===== src/design/ocsd_pkg.sv =====
// shared types, role codes and opcode length table of the object code stream decoder
`default_nettype none
package ocsd_pkg;

  localparam logic [7:0] MARKER_BYTE  = 8'hDD;
  localparam logic [7:0] PREFIX_BYTE  = 8'hCB;
  localparam logic [3:0] HEADER_BYTES = 4'd8;

  localparam logic [3:0] ROLE_HEADER  = 4'd0;
  localparam logic [3:0] ROLE_OPCODE  = 4'd1;
  localparam logic [3:0] ROLE_CB_PFX  = 4'd2;
  localparam logic [3:0] ROLE_CB_SUB  = 4'd3;
  localparam logic [3:0] ROLE_OPND_LO = 4'd4;
  localparam logic [3:0] ROLE_OPND_HI = 4'd5;
  localparam logic [3:0] ROLE_SIGN    = 4'd6;
  localparam logic [3:0] ROLE_MARKER  = 4'd7;
  localparam logic [3:0] ROLE_COUNT   = 4'd8;
  localparam logic [3:0] ROLE_DATA    = 4'd9;
  localparam logic [3:0] ROLE_BAD_OP  = 4'd10;
  localparam logic [3:0] ROLE_OVERRUN = 4'd11;

  typedef struct packed {
    logic [3:0]  role;
    logic [7:0]  value;
    logic [1:0]  ilen;
    logic [31:0] addr;
    logic [31:0] slen;
    logic        done;
    logic        last;
  } res_t;

  localparam logic [1:0] LEN_TABLE [256] = '{
    2'd1,2'd3,2'd1,2'd1,2'd1,2'd1,2'd2,2'd1,2'd3,2'd1,2'd1,2'd1,2'd1,2'd1,2'd2,2'd1,
    2'd1,2'd3,2'd1,2'd1,2'd1,2'd1,2'd2,2'd1,2'd2,2'd1,2'd1,2'd1,2'd1,2'd1,2'd2,2'd1,
    2'd2,2'd3,2'd1,2'd1,2'd1,2'd1,2'd2,2'd1,2'd2,2'd1,2'd1,2'd1,2'd1,2'd1,2'd2,2'd1,
    2'd2,2'd3,2'd1,2'd1,2'd1,2'd1,2'd2,2'd1,2'd2,2'd1,2'd1,2'd1,2'd1,2'd1,2'd2,2'd1,
    2'd1,2'd1,2'd1,2'd1,2'd1,2'd1,2'd1,2'd1,2'd1,2'd1,2'd1,2'd1,2'd1,2'd1,2'd1,2'd1,
    2'd1,2'd1,2'd1,2'd1,2'd1,2'd1,2'd1,2'd1,2'd1,2'd1,2'd1,2'd1,2'd1,2'd1,2'd1,2'd1,
    2'd1,2'd1,2'd1,2'd1,2'd1,2'd1,2'd1,2'd1,2'd1,2'd1,2'd1,2'd1,2'd1,2'd1,2'd1,2'd1,
    2'd1,2'd1,2'd1,2'd1,2'd1,2'd1,2'd1,2'd1,2'd1,2'd1,2'd1,2'd1,2'd1,2'd1,2'd1,2'd1,
    2'd1,2'd1,2'd1,2'd1,2'd1,2'd1,2'd1,2'd1,2'd1,2'd1,2'd1,2'd1,2'd1,2'd1,2'd1,2'd1,
    2'd1,2'd1,2'd1,2'd1,2'd1,2'd1,2'd1,2'd1,2'd1,2'd1,2'd1,2'd1,2'd1,2'd1,2'd1,2'd1,
    2'd1,2'd1,2'd1,2'd1,2'd1,2'd1,2'd1,2'd1,2'd1,2'd1,2'd1,2'd1,2'd1,2'd1,2'd1,2'd1,
    2'd1,2'd1,2'd1,2'd1,2'd1,2'd1,2'd1,2'd1,2'd1,2'd1,2'd1,2'd1,2'd1,2'd1,2'd1,2'd1,
    2'd1,2'd1,2'd3,2'd3,2'd3,2'd1,2'd2,2'd1,2'd1,2'd1,2'd3,2'd2,2'd3,2'd3,2'd2,2'd1,
    2'd1,2'd1,2'd3,2'd0,2'd3,2'd1,2'd2,2'd1,2'd1,2'd1,2'd3,2'd0,2'd3,2'd0,2'd2,2'd1,
    2'd2,2'd1,2'd1,2'd0,2'd0,2'd1,2'd2,2'd1,2'd2,2'd1,2'd3,2'd0,2'd0,2'd0,2'd2,2'd1,
    2'd2,2'd1,2'd1,2'd1,2'd0,2'd1,2'd2,2'd1,2'd2,2'd1,2'd3,2'd1,2'd0,2'd0,2'd2,2'd1
  };

  function automatic res_t mk_res(input logic [3:0] role, input logic [7:0] value,
                                  input logic [1:0] ilen);
    res_t r;
    r       = '0;
    r.role  = role;
    r.value = value;
    r.ilen  = ilen;
    return r;
  endfunction

endpackage
`default_nettype wire


===== src/design/ocsd_in_if.sv =====
// input byte channel of the object code stream decoder
`default_nettype none
interface ocsd_in_if;
  logic       valid;
  logic       ready;
  logic [7:0] code_byte;

  modport source (output valid, output code_byte, input ready);
  modport sink   (input valid, input code_byte, output ready);
endinterface
`default_nettype wire


===== src/design/ocsd_out_if.sv =====
// tagged byte result channel of the object code stream decoder
`default_nettype none
interface ocsd_out_if;
  logic        valid;
  logic        ready;
  logic [3:0]  byte_role;
  logic [7:0]  byte_value;
  logic [1:0]  instruction_length;
  logic [31:0] section_address;
  logic [31:0] section_size;
  logic        section_done;
  logic        last;

  modport source (output valid, output byte_role, output byte_value,
                  output instruction_length, output section_address,
                  output section_size, output section_done, output last,
                  input ready);
  modport sink   (input valid, input byte_role, input byte_value,
                  input instruction_length, input section_address,
                  input section_size, input section_done, input last,
                  output ready);
endinterface
`default_nettype wire


===== src/design/object_code_stream_decoder.sv =====
// top level: tags each byte of an object file code area with its role
//
// in_chan carries one raw code byte per transfer, out_chan one tagged byte per
// transfer; cfg_wr_en/cfg_wr_data load the code area length; the user writes it
// only while idle, the block does not enforce this. a byte is decoded in the
// cycle it is taken and its results (zero to three) land in a four-entry result
// queue, which is registered: no result reaches out_chan in that same cycle.
// throughput: one byte per cycle while each byte yields at most one result
// and the receiver is ready; a byte that releases held 0xdd bytes yields two
// or three results, drained at one per cycle, set by the single output port.
// in_chan.ready is high while at most one result waits in the queue, so a new
// byte is taken even while the receiver holds off a finished result.
// a 0xdd held in look-ahead yields no result until the next byte decides it.
// reset (rst_n low, synchronous) empties the queue, clears all decode state
// and sets the code area length to zero.
// when the receiver stalls, the queue fills and in_chan.ready drops; no
// result is lost or repeated.
`default_nettype none
module object_code_stream_decoder (
  input  wire logic        clk,
  input  wire logic        rst_n,
  input  wire logic        cfg_wr_en,
  input  wire logic [31:0] cfg_wr_data,
  ocsd_in_if.sink          in_chan,
  ocsd_out_if.source       out_chan
);
  import ocsd_pkg::*;

  localparam int QDEPTH = 4;

  logic [31:0] cfg_len_r;
  logic [3:0]  hdr_cnt_r,   hdr_cnt_nxt;
  logic [31:0] addr_r,      addr_nxt;
  logic [31:0] slen_r,      slen_nxt;
  logic [31:0] rem_r,       rem_nxt;
  logic [31:0] consumed_r,  consumed_nxt;
  logic [1:0]  held_r,      held_nxt;
  logic [1:0]  opnd_r,      opnd_nxt;
  logic [1:0]  cur_len_r,   cur_len_nxt;
  logic        prefix_r,    prefix_nxt;
  logic [1:0]  cphase_r,    cphase_nxt;
  logic [15:0] data_left_r, data_left_nxt;

  res_t        queue_r [QDEPTH];
  logic [1:0]  wr_ptr_r, rd_ptr_r;
  logic [2:0]  cnt_r;

  res_t        ent [QDEPTH];
  res_t        dec;
  logic [1:0]  n_res;
  logic        end_sec;
  logic [7:0]  b;
  logic [1:0]  tlen;
  logic        push, pop;

  assign b    = in_chan.code_byte;
  assign tlen = LEN_TABLE[b];

  assign in_chan.ready = (cnt_r <= 3'd1);
  assign push          = in_chan.valid && in_chan.ready;
  assign pop           = out_chan.valid && out_chan.ready;

  always_comb begin
    hdr_cnt_nxt   = hdr_cnt_r;
    addr_nxt      = addr_r;
    slen_nxt      = slen_r;
    rem_nxt       = rem_r;
    consumed_nxt  = consumed_r;
    held_nxt      = held_r;
    opnd_nxt      = opnd_r;
    cur_len_nxt   = cur_len_r;
    prefix_nxt    = prefix_r;
    cphase_nxt    = cphase_r;
    data_left_nxt = data_left_r;
    end_sec       = 1'b0;
    n_res         = 2'd0;
    for (int i = 0; i < QDEPTH; i++) begin
      ent[i] = '0;
    end

    // opcode decode after any held markers are released
    if (b == PREFIX_BYTE) begin
      dec = mk_res(ROLE_CB_PFX, b, 2'd2);
    end else if (tlen == 2'd0) begin
      dec = mk_res(ROLE_BAD_OP, b, 2'd0);
    end else begin
      dec = mk_res(ROLE_OPCODE, b, tlen);
    end

    if (hdr_cnt_r == 4'd0 && consumed_r >= cfg_len_r) begin
      n_res  = 2'd1;
      ent[0] = mk_res(ROLE_OVERRUN, b, 2'd0);
    end else begin
      if (consumed_r != '1) begin
        consumed_nxt = consumed_r + 32'd1;
      end
      if (hdr_cnt_r < HEADER_BYTES) begin
        if (hdr_cnt_r[2]) begin
          slen_nxt[{hdr_cnt_r[1:0], 3'b000} +: 8] = b;
        end else begin
          addr_nxt[{hdr_cnt_r[1:0], 3'b000} +: 8] = b;
        end
        hdr_cnt_nxt = hdr_cnt_r + 4'd1;
        if (hdr_cnt_nxt == HEADER_BYTES) begin
          rem_nxt = slen_nxt;
          if (slen_nxt == 32'd0) begin
            hdr_cnt_nxt = 4'd0;
            end_sec     = 1'b1;
          end
        end
        n_res  = 2'd1;
        ent[0] = mk_res(ROLE_HEADER, b, 2'd0);
      end else begin
        rem_nxt = rem_r - 32'd1;
        end_sec = (rem_r == 32'd1);
        if (cphase_r == 2'd1) begin
          n_res         = 2'd1;
          ent[0]        = mk_res(ROLE_COUNT, b, 2'd0);
          data_left_nxt = {b, 8'h00};
          cphase_nxt    = 2'd2;
        end else if (cphase_r == 2'd2) begin
          n_res         = 2'd1;
          ent[0]        = mk_res(ROLE_COUNT, b, 2'd0);
          data_left_nxt = {data_left_r[15:8], b};
          cphase_nxt    = 2'd0;
        end else if (data_left_r != 16'd0) begin
          n_res         = 2'd1;
          ent[0]        = mk_res(ROLE_DATA, b, 2'd0);
          data_left_nxt = data_left_r - 16'd1;
        end else if (opnd_r != 2'd0) begin
          n_res = 2'd1;
          if (opnd_r == 2'd1) begin
            ent[0] = mk_res(ROLE_SIGN, b, cur_len_r);
          end else if (opnd_r == cur_len_r) begin
            ent[0] = mk_res(ROLE_OPND_LO, b, cur_len_r);
          end else begin
            ent[0] = mk_res(ROLE_OPND_HI, b, cur_len_r);
          end
          opnd_nxt = opnd_r - 2'd1;
        end else if (prefix_r) begin
          n_res      = 2'd1;
          ent[0]     = mk_res(ROLE_CB_SUB, b, cur_len_r);
          prefix_nxt = 1'b0;
        end else if (b == MARKER_BYTE && held_r >= 2'd2) begin
          n_res      = 2'd3;
          ent[0]     = mk_res(ROLE_MARKER, MARKER_BYTE, 2'd0);
          ent[1]     = mk_res(ROLE_MARKER, MARKER_BYTE, 2'd0);
          ent[2]     = mk_res(ROLE_MARKER, b, 2'd0);
          held_nxt   = 2'd0;
          cphase_nxt = 2'd1;
        end else if (b == MARKER_BYTE && !end_sec) begin
          held_nxt = held_r + 2'd1;
        end else begin
          // release held markers as bad opcodes, then decode this byte
          n_res    = held_r + 2'd1;
          held_nxt = 2'd0;
          case (held_r)
            2'd0: begin
              ent[0] = dec;
            end
            2'd1: begin
              ent[0] = mk_res(ROLE_BAD_OP, MARKER_BYTE, 2'd0);
              ent[1] = dec;
            end
            default: begin
              ent[0] = mk_res(ROLE_BAD_OP, MARKER_BYTE, 2'd0);
              ent[1] = mk_res(ROLE_BAD_OP, MARKER_BYTE, 2'd0);
              ent[2] = dec;
            end
          endcase
          if (b == PREFIX_BYTE) begin
            cur_len_nxt = 2'd2;
            prefix_nxt  = 1'b1;
          end else if (tlen != 2'd0) begin
            cur_len_nxt = tlen;
            opnd_nxt    = (tlen > 2'd1) ? tlen : 2'd0;
          end
        end
        if (end_sec) begin
          hdr_cnt_nxt   = 4'd0;
          opnd_nxt      = 2'd0;
          prefix_nxt    = 1'b0;
          cphase_nxt    = 2'd0;
          data_left_nxt = 16'd0;
          held_nxt      = 2'd0;
        end
      end
    end

    for (int i = 0; i < QDEPTH; i++) begin
      ent[i].addr = addr_nxt;
      ent[i].slen = slen_nxt;
      ent[i].last = (2'(i) == n_res - 2'd1) && (n_res != 2'd0);
      ent[i].done = ent[i].last && end_sec;
    end
  end

  always_ff @(posedge clk) begin
    if (!rst_n) begin
      cfg_len_r   <= '0;
      hdr_cnt_r   <= '0;
      addr_r      <= '0;
      slen_r      <= '0;
      rem_r       <= '0;
      consumed_r  <= '0;
      held_r      <= '0;
      opnd_r      <= '0;
      cur_len_r   <= '0;
      prefix_r    <= 1'b0;
      cphase_r    <= '0;
      data_left_r <= '0;
      wr_ptr_r    <= '0;
      rd_ptr_r    <= '0;
      cnt_r       <= '0;
    end else begin
      if (cfg_wr_en) begin
        cfg_len_r <= cfg_wr_data;
      end
      if (push) begin
        hdr_cnt_r   <= hdr_cnt_nxt;
        addr_r      <= addr_nxt;
        slen_r      <= slen_nxt;
        rem_r       <= rem_nxt;
        consumed_r  <= consumed_nxt;
        held_r      <= held_nxt;
        opnd_r      <= opnd_nxt;
        cur_len_r   <= cur_len_nxt;
        prefix_r    <= prefix_nxt;
        cphase_r    <= cphase_nxt;
        data_left_r <= data_left_nxt;
        wr_ptr_r    <= wr_ptr_r + n_res;
      end
      if (pop) begin
        rd_ptr_r <= rd_ptr_r + 2'd1;
      end
      cnt_r <= cnt_r - {2'b00, pop} + (push ? {1'b0, n_res} : 3'd0);
    end
  end

  always_ff @(posedge clk) begin
    for (int i = 0; i < QDEPTH; i++) begin
      if (push && ((2'(i) - wr_ptr_r) < n_res)) begin
        queue_r[i] <= ent[2'(2'(i) - wr_ptr_r)];
      end
    end
  end

  assign out_chan.valid              = (cnt_r != 3'd0);
  assign out_chan.byte_role          = queue_r[rd_ptr_r].role;
  assign out_chan.byte_value         = queue_r[rd_ptr_r].value;
  assign out_chan.instruction_length = queue_r[rd_ptr_r].ilen;
  assign out_chan.section_address    = queue_r[rd_ptr_r].addr;
  assign out_chan.section_size       = queue_r[rd_ptr_r].slen;
  assign out_chan.section_done       = queue_r[rd_ptr_r].done;
  assign out_chan.last               = queue_r[rd_ptr_r].last;

endmodule
`default_nettype wire


===== src/flat_wrapper.sv =====
// flat-port wrapper written by rule: the top's interface ports become plain ports
module object_code_stream_decoder_flat import ocsd_pkg::*;
  (clk, rst_n, cfg_wr_en, cfg_wr_data, in_chan_valid, in_chan_code_byte, in_chan_ready, out_chan_valid, out_chan_byte_role, out_chan_byte_value, out_chan_instruction_length, out_chan_section_address, out_chan_section_size, out_chan_section_done, out_chan_last, out_chan_ready);
  ocsd_in_if in_chan_i ();
  ocsd_out_if out_chan_i ();
  input  wire logic clk;
  input  wire logic rst_n;
  input  wire logic cfg_wr_en;
  input  wire logic [31:0] cfg_wr_data;
  input wire logic [$bits(in_chan_i.valid)-1:0] in_chan_valid;
  input wire logic [$bits(in_chan_i.code_byte)-1:0] in_chan_code_byte;
  output wire logic [$bits(in_chan_i.ready)-1:0] in_chan_ready;
  output wire logic [$bits(out_chan_i.valid)-1:0] out_chan_valid;
  output wire logic [$bits(out_chan_i.byte_role)-1:0] out_chan_byte_role;
  output wire logic [$bits(out_chan_i.byte_value)-1:0] out_chan_byte_value;
  output wire logic [$bits(out_chan_i.instruction_length)-1:0] out_chan_instruction_length;
  output wire logic [$bits(out_chan_i.section_address)-1:0] out_chan_section_address;
  output wire logic [$bits(out_chan_i.section_size)-1:0] out_chan_section_size;
  output wire logic [$bits(out_chan_i.section_done)-1:0] out_chan_section_done;
  output wire logic [$bits(out_chan_i.last)-1:0] out_chan_last;
  input wire logic [$bits(out_chan_i.ready)-1:0] out_chan_ready;
  assign in_chan_i.valid = in_chan_valid;
  assign in_chan_i.code_byte = in_chan_code_byte;
  assign in_chan_ready = in_chan_i.ready;
  assign out_chan_valid = out_chan_i.valid;
  assign out_chan_byte_role = out_chan_i.byte_role;
  assign out_chan_byte_value = out_chan_i.byte_value;
  assign out_chan_instruction_length = out_chan_i.instruction_length;
  assign out_chan_section_address = out_chan_i.section_address;
  assign out_chan_section_size = out_chan_i.section_size;
  assign out_chan_section_done = out_chan_i.section_done;
  assign out_chan_last = out_chan_i.last;
  assign out_chan_i.ready = out_chan_ready;
  object_code_stream_decoder u_core (.clk(clk), .rst_n(rst_n), .cfg_wr_en(cfg_wr_en), .cfg_wr_data(cfg_wr_data), .in_chan(in_chan_i), .out_chan(out_chan_i));
endmodule

===== config.mk =====
export PLATFORM = sky130hd
export DESIGN_NAME = object_code_stream_decoder_flat
export DESIGN_NICKNAME = d
export VERILOG_FILES = /design/src/design/ocsd_pkg.sv /design/src/design/ocsd_in_if.sv /design/src/design/ocsd_out_if.sv /design/src/design/object_code_stream_decoder.sv /design/src/flat_wrapper.sv
export SDC_FILE = /design/constraint.sdc
export NUM_CORES = 1
export LEC_CHECK = 0
export BUFFER_PORTS_ARGS = -buffer_cell sky130_fd_sc_hd__buf_2
export CAP_MARGIN = 20
export CELL_PAD_IN_SITES_DETAIL_PLACEMENT = 1
export CELL_PAD_IN_SITES_GLOBAL_PLACEMENT = 2
export CORE_AREA = 2 2 241 243
export CTS_BUF_LIST = sky130_fd_sc_hd__clkbuf_2
export CTS_CLUSTER_DIAMETER = 40
export DETAILED_ROUTE_END_ITERATION = 6
export DIE_AREA = 0 0 243 245
export PLACE_DENSITY_LB_ADDON = 0.1
export SYNTH_ARGS = -nofsm -noshare
export SYNTH_HDL_FRONTEND = slang
export SYNTH_SLANG_ARGS = --single-unit

===== constraint.sdc =====
create_clock -name clk -period 16.5 [get_ports clk]
set_input_delay 0.825 -clock clk [delete_from_list [all_inputs] [get_ports clk]]
set_output_delay 0.825 -clock clk [all_outputs]
set_load 0.01 [all_outputs]

* After elaboration in Yosys (flattened, before gate mapping) *
Memory sizes are Yosys's and may differ from the RTL's. A register that Yosys moved wholly into a read port is not among the register bits.
Cells that the tools add are included.

operators by class
  add/subtract/negate cells = 16
  $lt $le $gt $ge = 14
  equal/unequal tests = 27
  shift-type cells = 2
  muxes and demuxes = 118
  bitwise gates (word level) = 14
  reduce and logical (&&, ||, !) cells = 45

operators by type and width
  cell                      number
  $mux W80                  20
  $mux W160                 7
  $bmux W80 S2              4
  $mux W240                 2
  $mux W32                  10
  $pmux W80 S2              1
  $mux W2                   42
  $mux W77                  1
  $bwmux W32                2
  $mux W16                  4
  $add A32 B1 Y32 const B   1
  $eq A32 B1 Y1 const B     1
  $ge A32 B32 Y1            1
  $logic_not A32 Y1         1
  $ne A32 B32 Y1 const B    1
  $shift A8 B7 Y32 const A  1
  $shiftx A8 B7 Y32         1
  $sub A32 B1 Y32 const B   1
  $reduce_and A11 Y1        2
  $mux W1                   21
  $logic_and A1 B1 Y1       17
  $eq A8 B8 Y1 const B      2
  $mux W4                   4
  $reduce_bool A16 Y1       1
  44 further kinds          88

word-level totals
  register bits after elaboration = 196
  RAM bits = 320
  ROM bits = 512
  input port bits = 45
  output and inout port bits = 82
  word-level logic and storage cells = 254
  memories = 2

memories
  memory           words  bits a word  read ports  clocked after Yosys merged registers in  wr ports  line                              source
  (no name shown)  256    2            1           0                                        0         object_code_stream_decoder.sv:57  assign tlen = LEN_TABLE[b];
  u_core.queue_r   4      80           1           1                                        4         object_code_stream_decoder.sv:44  res_t queue_r [QDEPTH];

* Depth between registers and ports, before layout *
  depth after elaboration = 20
  mapped depth = 14
  depth with buffers taken out = 13

* Worst setup path before layout *
No wires, ideal clock.

  path type = input to register
  start point = input port in_chan_code_byte[3]
  end point = memory u_core.queue_r[0][0] (netlist bit) (enable)
  setup time = 0.616 ns
  data arrival time = 8.242 ns
  data required time = 15.884 ns
  path slack = 7.642 ns
  stages on the path = 11
  buffers on the path = 2
  cells stage by stage = clkbuf_1 clkbuf_1 nand3_1 nor3_1 o41ai_4 nand2_1 nand2_1 nand2_1 ha_1 nor2b_1 nor3_1

RTL lines
  element          line                              source
  start, declared  flat_wrapper.sv:11                input wire logic [$bits(in_chan_i.code_byte)-1:0] in_chan_code_byte;
  end, declared    object_code_stream_decoder.sv:44

==> summary.txt <==
Outcome
  – Run status: finished clean

Timing
  – Final setup fails: 0
  – RSZ-0062 raised after global routing: false
  – Worst Skew: 0.111 ns
  – Worst-Margin Slew: 1.06 ns
  – Crit path setup slack, layout: 11.07 ns
  – Slew HR: 28.5%
  – Minimum clock period: 5.43 ns
  – Total negative slack: 0 ns
  – Fin crit share: 32.9%
  – Final hold vios: 0
  – Max Freq: 0.184 GHz
  – Max-slew violation count: 0

Cells and area
  – Seq. cell area: 13600 µm²
  – Fill cells: 6306
  – Area Overhead vs Synth: 11.5%
  – Share of layout cells above drive strength 1: 21.3%
  – Layout Nets: 2636
  – Area of the multi-input gates: 11600 µm²

Die
  – Die Y: 245 µm
  – Starting Density: 45.6%
  – Io pins: 127
  – Die area: 59500 µm²
  – Core Area: 57000 µm²
  – Std-Cell Rows: 88
  – Width of the die: 243 µm

Setup path
  – Critical setup path kind: flop to flop
  – Reg2reg path depth: 9
  – Reg-to-reg critical path startpoint: u_core.data_left_r[0]
  – CP max stage delay: 0.95 ns
  – Worst EP required: 17.37 ns
  – CP Capture Type: flop
  – Worst path cell trace: inv_1, ha_1, nor4b_1, nand4_1, nor3_2, nand2_1, fa_1, nor2_4, buf_4
  – Data arrival, critical path: 6.31 ns
  – Slowest library cell on the worst path: nor3_2
  – Crit path max fanout: 58
  – Worst r2r dst: u_core.queue_r[1][21]
  – Setup crit start kind: flop
  – Register-to-register path setup slack: 11.07 ns

Clock tree
  – Clock root buffer: clkbuf_2
  – TritonCTS clock tree: built
  – Clock sink count: 518
  – Clk pin slew, worst setup/hold paths: 0.10 ns
  – CTS buffer count: 144
  – Clock H-tree levels: 4
  – Clk_lat worst skew: 1.30 ns
  – Resize count post-CTS: 0
  – Clock Path Buffers: 3

Power
  – Pwr dens: 118 nW/µm²
  – P_leak: 10.5 nW
  – Max IR drop VDD: 0.0851 mV

Global routing
  – GR Util All Layers: 27.5%
  – Antenna violations before repair: 2
  – First-pass GRT wire length: 126 mm
  – GRT overflow: 0
  – Largest net degree at the start of global routing: 79
  – Number of global-route vias before repair: 21.4k

Logic synthesis
  – Post-synth EDFFs: 320
  – Synth top area cells: edfxtp_1 (37%), dfxtp_1 (15%), mux4_2 (6.9%)
  – Synth Flop Type: edfxtp_1
  – Synth top area share: 36.9%
  – Post-Syn Instances: 2354
  – Syn Nets: 2463
  – Top cells by count, synth: edfxtp_1 (320), dfxtp_1 (198), nand2_1 (194), nor2_1 (145), clkbuf_1 (138)
  – Synth area leader: edfxtp_1
  – Ys async rst share: 0%
  – YS warnings: 0
  – Count leader, synth: edfxtp_1
  – Distinct cells, synth: 85
  – #FFs+latches synth: 518
  – Mapped Area: 26000 µm²
  – Seq/Total Area, Yosys: 52.2%
  – Syn Area/Cell: 11.1 µm²

Detailed routing
  – Antenna Nets Post-Route: 0
  – Vias per inst: 5.99
  – Routed WL: 81.3 mm
  – Starting DRT DRC Count: 1283
  – Wire per inst: 23.9 µm
  – DRT Pass-1 Iters: 5
  – Drc violations: 0
  – Routed via count: 20.4k

Placed design
  – Gp weighted congestion: 0.896
  – Placed wire-length estimate: 55.2 mm
  – I/O Buffers: 126
  – Pre-CTS WS: 11.08 ns

Min path
  – Endpoint of the worst hold path: u_core.queue_r[0][73]
  – Hold Startpoint: in_chan_code_byte[5]
  – WHS Path Cells: 2
  – HP Class: input port to flop

Flow run
  – Max Cap Viol: 0
## logic make-up (layout without fill, tap and decap cells)
logic type | Yosys count | count (layout) | synth area share, %
muxes | 245 | 245 | 13.6
DFF | 518 | 518 | 52.2
AOI/OAI and AO/OA | 519 | 519 | 12.5
and+or+nand+nor | 765 | 765 | 14.9
other | 0 | 2 | 0
adders and majority gates | 64 | 64 | 3.16
buffers and inverters | 234 | 514 | 3.39
xor gates and xnor gates | 9 | 9 | 0.303
## final cells by class
type                       count  area share (%)
inverter                      68           0.888
multi-input combinational   1602            40.1
clock buffer                 207            3.57
clock inverter                46            1.08
tap                          765            3.30
antenna                        2          0.0172
timing repair buffer         193            4.26
sequential                   518            46.8
## per-stage QoR
stage / cells / cell area [µm²] / total power [mW] / utilization [%] / hold slack [ns]
finish: 3401 / 29000 / 3.43 / 50.9 / 0.168
detailed placement: 3108 / 27300 / 2.50 / 47.8 / 0.468
global route: 3400 / 29000 / 3.61 / 50.9 / 0.0506
CTS: 3398 / 29000 / 3.48 / 50.8 / 0.000476
floorplan: 2354 / 26000 / 2.18 / - / 0.442
global placement: 3108 / 27300 / 2.47 / 47.8 / 0.458
## where the power goes
group | switching (mW) | internal (mW) | total, mW
combinational | 0.503 | 0.338 | 0.841
sequential | 0.0791 | 1.55 | 1.62
clock | 0.565 | 0.403 | 0.968
## sequential cells by signal (all words and copies together) (netlist names), named ones only
signal and count:
u_core.cnt_r 3, u_core.cfg_len_r 32, u_core.consumed_r 32, u_core.data_left_r 16
u_core.held_r 2, u_core.cur_len_r 2, u_core.hdr_cnt_r 4, u_core.addr_r 32
u_core.opnd_r 2, u_core.cphase_r 2, u_core.rd_ptr_r 2, u_core.rem_r 32
u_core.slen_r 32, u_core.prefix_r 1, u_core.wr_ptr_r 2, u_core.queue_r 320
## per-layer routing
| metal | wire (µm) | global-route usage, % | share of wire (%) | vias up |
|---|---|---|---|---|
| li1 | - | - | - | 9383 |
| met1 | 35600 | 36.0 | 44 | 10300 |
| met2 | 39700 | 45.8 | 49 | 532 |
| met3 | 3680 | 5.02 | 4.5 | 126 |
| met4 | 2290 | 10.3 | 2.8 | 0 |
| met5 | 0 | 0 | 0 | - |
## timing repair
item	in CTS	in global routing
buffers inserted	0	0
hold endpoints to repair	70	0
hold buffers	37	0
## worst max path at each step
stage | slack [ns] | endpoint | cells past startpoint | startpoint
floorplan | 7.64 | u_core.queue_r[0][0] | 11 | in_chan_code_byte[3]
global placement | 11.29 | u_core.queue_r[1][14] | 9 | u_core.data_left_r[0]
detailed placement | 11.08 | u_core.queue_r[1][12] | 9 | u_core.data_left_r[0]
CTS | 11.11 | u_core.queue_r[1][6] | 9 | u_core.data_left_r[0]
global route | 10.75 | u_core.queue_r[1][6] | 9 | u_core.data_left_r[0]
finish | 11.07 | u_core.queue_r[1][21] | 9 | u_core.data_left_r[0]
## critical path: cells and delay by family, from the launching register on
| kind | cells | cell delay (ns) |
|---|---|---|
| adder cells (fa/ha/maj) | 2 | 0.79 |
| AND/OR/NAND/NOR | 5 | 2.99 |
| flip-flops | 1 | 0.35 |
| buffers and inverters | 2 | 0.84 |
## cells in the final DEF, fill, tap and decap left out, types with 37 or more instances in the layout
master	count
edfxtp_1	320
clkbuf_2	207
nand2_1	193
dfxtp_1	193
nor2_1	143
a21oi_1	136
buf_2	125
o21ai_0	121
mux2i_1	105
nand3_1	93
mux4_2	80
nor3_1	68
inv_1	64
ha_1	61
mux2_2	60
nand4_1	46
and2_1	44
nand2b_1	39
dlygate4sd3_1	37
No activity file was read; power rests on OpenSTA's default activity.
